**src/sv/spd_pkg.sv**
```systemverilog
package spd_pkg;

    localparam logic [10:0] NO_HEADER    = 11'd2047;
    localparam logic [10:0] ZONE_RESET   = 11'd882;
    localparam logic [2:0]  HEADER_BYTES = 3'd6;
    localparam logic [2:0]  LEN_HI_IDX   = 3'd4;
    localparam logic [2:0]  LEN_LO_IDX   = 3'd5;

    localparam logic [1:0] KIND_HEADER  = 2'd0;
    localparam logic [1:0] KIND_PAYLOAD = 2'd1;
    localparam logic [1:0] KIND_ABORT   = 2'd2;

    typedef struct packed {
        logic        frame_start;
        logic [10:0] header_pointer;
        logic [7:0]  data_byte;
    } in_item_t;

    typedef struct packed {
        logic [1:0] kind;
        logic [7:0] packet_byte;
        logic       first_of_packet;
        logic       last_of_packet;
    } out_item_t;

    // one classified byte: its result, preceded by an abort marker when flagged
    typedef struct packed {
        logic      abort;
        out_item_t res;
    } entry_t;

    typedef struct packed {
        logic full;
        logic empty;
    } q_stat_t;

endpackage

```
**src/sv/space_packet_demux_unit.sv**
```systemverilog
// channel  direction  handshake             payload
// in       request    in_valid / in_ready   in_item  (frame_start, header_pointer, data_byte)
// out      result     out_valid / out_ready out_item (kind, packet_byte, first/last flags)
// cfg      write      cfg_we                cfg_data (data zone size)
//
// One data zone byte is taken per cycle while the queue is not full; state is updated
// in the cycle of acceptance. A byte that starts a packet over an open one yields two
// results in turn, an abort marker and then its own; any other byte yields at most one.
// Each result passes two registers: the entry queue and the output register.
// The queue of DEPTH entries lets input keep flowing while the output side stalls;
// input ready drops only when the queue is full. Reset clears all control state.
module space_packet_demux_unit
    import spd_pkg::*;
#(
    parameter int DEPTH = 4
)
(
    input  logic        clk,
    input  logic        rst_n,
    input  logic        cfg_we,
    input  logic [10:0] cfg_data,
    input  logic        in_valid,
    output logic        in_ready,
    input  in_item_t    in_item,
    output logic        out_valid,
    input  logic        out_ready,
    output out_item_t   out_item
);

    q_stat_t q_stat;
    logic    push;
    logic    pop;
    entry_t  push_entry;
    entry_t  head;

    spd_front u_front (
        .clk        (clk),
        .rst_n      (rst_n),
        .cfg_we     (cfg_we),
        .cfg_data   (cfg_data),
        .in_valid   (in_valid),
        .in_ready   (in_ready),
        .in_item    (in_item),
        .q_stat     (q_stat),
        .push       (push),
        .push_entry (push_entry)
    );

    spd_queue #(
        .DEPTH (DEPTH)
    ) u_queue (
        .clk        (clk),
        .rst_n      (rst_n),
        .push       (push),
        .push_entry (push_entry),
        .pop        (pop),
        .q_stat     (q_stat),
        .head       (head)
    );

    spd_back u_back (
        .clk       (clk),
        .rst_n     (rst_n),
        .q_stat    (q_stat),
        .head      (head),
        .pop       (pop),
        .out_valid (out_valid),
        .out_ready (out_ready),
        .out_item  (out_item)
    );

endmodule

```
**src/sv/spd_front.sv**
```systemverilog
module spd_front
    import spd_pkg::*;
(
    input  logic        clk,
    input  logic        rst_n,
    input  logic        cfg_we,
    input  logic [10:0] cfg_data,
    input  logic        in_valid,
    output logic        in_ready,
    input  in_item_t    in_item,
    input  q_stat_t     q_stat,
    output logic        push,
    output entry_t      push_entry
);

    logic [10:0] data_zone_size_reg;
    logic [10:0] frame_position_reg, frame_position_next;
    logic [10:0] frame_pointer_reg, frame_pointer_next;
    logic        synced_reg, synced_next;
    logic        in_packet_reg, in_packet_next;
    logic [2:0]  header_count_reg, header_count_next;
    logic [7:0]  length_high_byte_reg, length_high_byte_next;
    logic [16:0] bytes_remaining_reg, bytes_remaining_next;

    logic        accept;
    logic [10:0] pos;
    logic [10:0] fptr;
    logic        hit;
    logic        start;
    logic        emit;
    logic        abort;
    logic [2:0]  hc_eff;
    out_item_t   res;

    assign in_ready = !q_stat.full;
    assign accept   = in_valid && in_ready;

    always_comb
    begin
        pos   = in_item.frame_start ? 11'd0 : frame_position_reg;
        fptr  = in_item.frame_start ? in_item.header_pointer : frame_pointer_reg;
        hit   = (fptr != NO_HEADER) && (pos == fptr);
        start = 1'b0;
        emit  = 1'b0;
        abort = 1'b0;

        frame_position_next   = pos;
        frame_pointer_next    = fptr;
        synced_next           = synced_reg;
        in_packet_next        = in_packet_reg;
        header_count_next     = header_count_reg;
        length_high_byte_next = length_high_byte_reg;
        bytes_remaining_next  = bytes_remaining_reg;

        // bytes past the data zone are dropped
        if (pos < data_zone_size_reg)
        begin
            frame_position_next = pos + 11'd1;
            if (hit)
            begin
                abort       = in_packet_reg;
                start       = 1'b1;
                synced_next = 1'b1;
            end
            else if (!in_packet_reg)
            begin
                if (synced_reg)
                begin
                    // a gap before the next header: lose sync
                    if ((fptr == NO_HEADER) || (pos < fptr))
                        synced_next = 1'b0;
                    else
                        start = 1'b1;
                end
            end
            else
            begin
                emit = 1'b1;
            end
        end

        emit   = emit || start;
        hc_eff = start ? 3'd0 : header_count_reg;

        res.packet_byte     = in_item.data_byte;
        res.kind            = KIND_HEADER;
        res.first_of_packet = 1'b0;
        res.last_of_packet  = 1'b0;

        if (emit)
        begin
            in_packet_next = 1'b1;
            if (hc_eff < HEADER_BYTES)
            begin
                res.first_of_packet = (hc_eff == 3'd0);
                if (hc_eff == LEN_HI_IDX)
                    length_high_byte_next = in_item.data_byte;
                if (hc_eff == LEN_LO_IDX)
                    bytes_remaining_next =
                        17'({length_high_byte_reg, in_item.data_byte}) + 17'd1;
                header_count_next = hc_eff + 3'd1;
            end
            else
            begin
                res.kind = KIND_PAYLOAD;
                if (bytes_remaining_reg != 17'd0)
                    bytes_remaining_next = bytes_remaining_reg - 17'd1;
                res.last_of_packet = (bytes_remaining_next == 17'd0);
                if (res.last_of_packet)
                begin
                    in_packet_next    = 1'b0;
                    header_count_next = 3'd0;
                end
            end
        end
    end

    assign push             = accept && emit;
    assign push_entry.abort = abort;
    assign push_entry.res   = res;

    always_ff @(posedge clk or negedge rst_n)
    begin
        if (!rst_n)
        begin
            data_zone_size_reg   <= ZONE_RESET;
            frame_position_reg   <= 11'd0;
            frame_pointer_reg    <= NO_HEADER;
            synced_reg           <= 1'b0;
            in_packet_reg        <= 1'b0;
            header_count_reg     <= 3'd0;
            length_high_byte_reg <= 8'd0;
            bytes_remaining_reg  <= 17'd0;
        end
        else
        begin
            if (cfg_we)
                data_zone_size_reg <= cfg_data;
            if (accept)
            begin
                frame_position_reg   <= frame_position_next;
                frame_pointer_reg    <= frame_pointer_next;
                synced_reg           <= synced_next;
                in_packet_reg        <= in_packet_next;
                header_count_reg     <= header_count_next;
                length_high_byte_reg <= length_high_byte_next;
                bytes_remaining_reg  <= bytes_remaining_next;
            end
        end
    end

endmodule

```
**src/sv/spd_queue.sv**
```systemverilog
module spd_queue
    import spd_pkg::*;
#(
    parameter int DEPTH = 4
)
(
    input  logic    clk,
    input  logic    rst_n,
    input  logic    push,
    input  entry_t  push_entry,
    input  logic    pop,
    output q_stat_t q_stat,
    output entry_t  head
);

    localparam int PTR_W = (DEPTH > 1) ? $clog2(DEPTH) : 1;
    localparam int CNT_W = $clog2(DEPTH + 1);

    entry_t             mem [DEPTH];
    logic [PTR_W-1:0]   wr_ptr_reg, rd_ptr_reg;
    logic [CNT_W-1:0]   count_reg;
    logic               do_push, do_pop;

    assign q_stat.full  = (count_reg == CNT_W'(DEPTH));
    assign q_stat.empty = (count_reg == '0);
    assign do_push      = push && !q_stat.full;
    assign do_pop       = pop && !q_stat.empty;
    assign head         = mem[rd_ptr_reg];

    always_ff @(posedge clk)
    begin
        if (do_push)
            mem[wr_ptr_reg] <= push_entry;
    end

    always_ff @(posedge clk or negedge rst_n)
    begin
        if (!rst_n)
        begin
            wr_ptr_reg <= '0;
            rd_ptr_reg <= '0;
            count_reg  <= '0;
        end
        else
        begin
            if (do_push)
                wr_ptr_reg <= (wr_ptr_reg == PTR_W'(DEPTH - 1)) ? '0 : wr_ptr_reg + 1'b1;
            if (do_pop)
                rd_ptr_reg <= (rd_ptr_reg == PTR_W'(DEPTH - 1)) ? '0 : rd_ptr_reg + 1'b1;
            if (do_push && !do_pop)
                count_reg <= count_reg + 1'b1;
            else if (do_pop && !do_push)
                count_reg <= count_reg - 1'b1;
        end
    end

endmodule

```
**src/sv/spd_back.sv**
```systemverilog
module spd_back
    import spd_pkg::*;
(
    input  logic      clk,
    input  logic      rst_n,
    input  q_stat_t   q_stat,
    input  entry_t    head,
    output logic      pop,
    output logic      out_valid,
    input  logic      out_ready,
    output out_item_t out_item
);

    logic      out_valid_reg;
    out_item_t out_item_reg, out_item_next;
    logic      abort_done_reg, abort_done_next;
    logic      load;
    logic      take;

    assign load = !out_valid_reg || out_ready;
    assign take = load && !q_stat.empty;

    always_comb
    begin
        out_item_next   = head.res;
        abort_done_next = 1'b0;
        pop             = 1'b0;
        if (take)
        begin
            // send the abort marker first and hold the entry for its byte
            if (head.abort && !abort_done_reg)
            begin
                out_item_next.kind            = KIND_ABORT;
                out_item_next.packet_byte     = 8'd0;
                out_item_next.first_of_packet = 1'b0;
                out_item_next.last_of_packet  = 1'b0;
                abort_done_next               = 1'b1;
            end
            else
            begin
                pop = 1'b1;
            end
        end
    end

    always_ff @(posedge clk)
    begin
        if (take)
            out_item_reg <= out_item_next;
    end

    always_ff @(posedge clk or negedge rst_n)
    begin
        if (!rst_n)
        begin
            out_valid_reg  <= 1'b0;
            abort_done_reg <= 1'b0;
        end
        else if (load)
        begin
            out_valid_reg  <= !q_stat.empty;
            abort_done_reg <= take ? abort_done_next : abort_done_reg;
        end
    end

    assign out_valid = out_valid_reg;
    assign out_item  = out_item_reg;

endmodule

```
**config.mk**
```make
export PLATFORM = sky130hd
export DESIGN_NAME = space_packet_demux_unit
export DESIGN_NICKNAME = d
export VERILOG_FILES = /design/src/sv/spd_pkg.sv /design/src/sv/space_packet_demux_unit.sv /design/src/sv/spd_front.sv /design/src/sv/spd_queue.sv /design/src/sv/spd_back.sv
export SDC_FILE = /design/constraint.sdc
export NUM_CORES = 1
export LEC_CHECK = 0
export BUFFER_PORTS_ARGS = -buffer_cell sky130_fd_sc_hd__buf_4
export CAP_MARGIN = 20
export CORE_UTILIZATION = 52
export DETAILED_ROUTE_END_ITERATION = 10
export PLACE_DENSITY = 0.7
export RECOVER_POWER = 25
export SYNTH_ARGS = -nofsm -noshare
export SYNTH_HDL_FRONTEND = slang
export SYNTH_SLANG_ARGS = --single-unit
export TNS_END_PERCENT = 30
```
**constraint.sdc**
```tcl
create_clock -name clk -period 4.7 [get_ports clk]
set_input_delay 0.94 -clock clk [delete_from_list [all_inputs] [get_ports clk]]
set_output_delay 0.94 -clock clk [all_outputs]
set_load 0.02 [all_outputs]
```
==> summary.txt <==
Run status
  – Status: complete, but fails checks
  – Failing checks: max-capacitance violations, max-slew violations

CTS
  – Root Buffer: clkbuf_16
  – Clk Latency, worst-skew pair: 0.43 ns
  – Clock buffer depth: 2
  – H-tree depth: 4
  – Clk pin slew, worst setup/hold paths: ~0.06 ns
  – TritonCTS clock tree: built
  – Number of CTS-inserted buffers: 17
  – Clock sink total: between 100 and 150
  – Hold buffers post-CTS: 0

Synthesis
  – Top-area cell type share of the netlist area: 0.251
  – Ys Warns: 0
  – Post-synth top area cell: edfxtp_1
  – Yosys cell types: between 60 and 70
  – Synthesized area: just over 0.007 mm2
  – FFs w/ async S/R, synth: 0.545
  – Post-synthesis sequential area ratio: 0.506
  – Number of synthesized register bits: approximately 130
  – Mean post-synth cell area: between 10 and 15 um2
  – Post-synth EDFFs: 60
  – Area contributors post-synth: edfxtp_1 25%, dfrtp_1 19%, dfstp_2 6.2%, ha_1 5.2%, mux4_2 3.8%
  – Syn nets: just over 700
  – Post-Synthesis Cells: 650
  – Top FF cell, synth: edfxtp_1

Place
  – Routability Congestion: just over 0.9
  – I/O Buffers: a little under 50
  – Post-DP HPWL: about 11000 um

Floorplan
  – IO Count: 50
  – Initial Util: 0.537
  – Total Die Area: roughly 0.014 mm2
  – Die height: roughly 120 um
  – Die W: about 120 um
  – Row cnt: 42
  – Core Area: around 0.013 mm2

Final layout
  – Most common cell after layout, fill and taps aside: nand2_1
  – P&R area growth vs syn: 15.5%
  – Diodes inserted: 0
  – Fill cell count: approximately 1.1k
  – Nets: between 700 and 800
  – Share of layout cells above drive strength 1: 0.196
  – Commonest cells after routing, fill and taps aside: 65 x nand2_1, 60 x edfxtp_1, 55 x dfrtp_1, 54 x buf_4, 38 x o21ai_0
  – Largest register FFs: 48

STA
  – Unrepaired setup endpoints after global routing: false
  – Final Setup Violations: 0
  – Fin crit period: 4.08 ns
  – FMAX: around 250 MHz
  – Slew Viols, Final: 73
  – Final Hold Fails: 0
  – Final worst-path cycle share: 0.868
  – Least-Margin Pin Slew: about 1.9 ns
  – Clock Skews: between 0.01 and 0.015 ns
  – Worst Hold Slack: 0.491 ns
  – Worst rel slew slack: -0.250

Critical path
  – Worst setup path category: input port to flip-flop
  – Slowest-stage cell, CP: or2_2
  – CP max FO: 30
  – R2R Setup Slk: around 0.97 ns
  – Worst r2r dst: u_front.bytes_remaining_reg[6]
  – Slowest stage delay, CP: between 0.4 and 0.5 ns
  – Worst setup SP type: input port
  – Critical path arrival: about 4.4 ns
  – Worst setup EP type: flip-flop
  – Worst r2r path cells: 14
  – Crit path cell chain: buf_4 > nor2b_1 > ha_1 > o21ai_0 > a31oi_1 > o211ai_1 > nor3b_4 > nand2_1 > and2_1 > nand2_1 > ha_1 > nor2_1 > or2_2 > a21o_1 > a221o_1
  – Reg2reg start: u_front.frame_position_reg[1]
  – CP required: around 5.0 ns

Power
  – Total power: roughly 4900 uW
  – Static leakage: 0.00333 uW
  – Peak VDD IR: between 0.0002 and 0.0003 V
  – Pwr dens: 595 mW/mm2

Detailed routing
  – Detail Route Antenna Nets: 0
  – DR vias/cell: between 5 and 6
  – Router iterations before antenna repair: 4
  – Vias: ~5.2k
  – Wire length on met1: 7090 um
  – Uppermost layer routed: met4
  – Met3 wire length: around 780 um
  – DR DRC count: 0
  – Routed wire length: ~15000 um
  – First DRT Iteration DRCs: 372
  – Routed wl met2: around 7300 um
  – WL/cell: ~17 um

Global routing
  – First-pass GRT wire length: 25800 um
  – Vias in the first global route: between 5k and 6k
  – Total GRT Usage: 0.235
  – Initial antenna violation count: 0
  – Pin count of the biggest net entering global routing: 73
  – Gr ovfl total: 0

Flow run
  – Max-cap violations: 1

Min path
  – Min-Delay Endpoint: u_front.frame_pointer_reg[3]
  – WHS Path Cells: 2
  – Hold Crit Class: flip-flop to flip-flop
  – Hold wc startpoint: u_front.frame_pointer_reg[3]
worst max path at each step:
stage          slack, ns   startpoint                             end  cells past startpoint
4_1_cts             0.41  in_item[19]  u_front.bytes_remaining_reg[0]                     17
3_5_place_dp       -0.02  in_item[19]  u_front.bytes_remaining_reg[0]                     17
5_1_grt             0.26  in_item[19]  u_front.bytes_remaining_reg[0]                     17
3_3_place_gp        0.12  in_item[19]  u_front.bytes_remaining_reg[0]                     16
2_1_floorplan      0.004  in_item[19]            u_queue.count_reg[2]                     20
6_report            0.62  in_item[19]  u_front.bytes_remaining_reg[6]                     15
power by group:
| part | internal [uW] | leakage (uW) | switching, uW |
|---|---|---|---|
| logic | 783 | 0.00165 | 948 |
| registers | 1660 | 0.00142 | 317 |
| clock network | 708 | 0.000258 | 520 |
synth_stat cells, types with 3 or more instances:
cell type,instances
dfstp_2,17
buf_2,7
and2_1,7
nand4_1,14
or3_1,8
mux2i_1,18
nand2_1,65
o21ai_0,38
nor4_1,9
a21o_1,9
mux2_2,16
nand2b_1,5
nor3_1,23
nand3_1,19
o211ai_1,3
a221o_1,4
a31oi_1,7
mux4_2,12
and4_1,4
a211o_1,4
o22ai_1,8
edfxtp_1,60
nor3b_1,3
xnor2_1,12
a21boi_0,3
clkbuf_1,16
and3_1,11
ha_1,30
nor2_1,26
xor2_1,18
nor2b_1,25
o221ai_1,4
a21oi_1,14
dfrtp_1,55
inv_1,36
repair_timing:
item / in CTS / in global routing
buffers inserted: 0 / 0
endpoints found under the setup margin: 0 / 1
gates resized for setup: 0 / 1
through the flow:
stage,setup TNS (ns),cell area [um2],util,worst slack (ns),instances
2_1_floorplan,0,7180,-,0.00431,650
3_3_place_gp,0,7770,0.582,0.122,865
3_5_place_dp,-0.0392,7770,0.582,-0.0218,865
4_1_cts,0,8320,0.623,0.408,897
5_1_grt,0,8280,0.620,0.257,897
6_report,0,8280,0.620,0.619,897
kinds of logic (layout without fill, tap and decap cells):
kind of cell / count (synthesis) / after routing / synth area share
simple gates: 230 / 230 / 0.169
flops: 132 / 132 / 0.506
compound gates: 117 / 117 / 0.108
buf+inv: 63 / 134 / 0.0358
mux: 46 / 46 / 0.0880
fa+ha+maj: 32 / 32 / 0.0565
xor+xnor: 30 / 30 / 0.0366
cell type report:
cell class / instances / area [um2] / area share
clock inverters: 12 / 95.1 / 0.0115
well taps: 176 / 220 / 0.0266
multi-input cells: 455 / 3290 / 0.398
repair buffers: 66 / 455 / 0.0550
clock buffers: 20 / 457 / 0.0551
flip-flops and latches: 132 / 3620 / 0.438
inverters: 36 / 135 / 0.0163
worst max-delay path: cells and delay by family:
family	cells	cell delay, ns
buffers and inverters	1	0.22
and+or+nand+nor	7	1.75
adders and majority gates	2	0.44
AOI/OAI and AO/OA	5	1.01
per-layer routing:
| metal | vias to the layer above | global-route usage |
|---|---|---|
| li1 | 2501 | - |
| met1 | 2529 | 0.318 |
| met2 | 174 | 0.369 |
| met3 | 31 | 0.0484 |
| met4 | 0 | 0.0977 |
| met5 | - | 0 |
(Power assumes the default switching activity.)
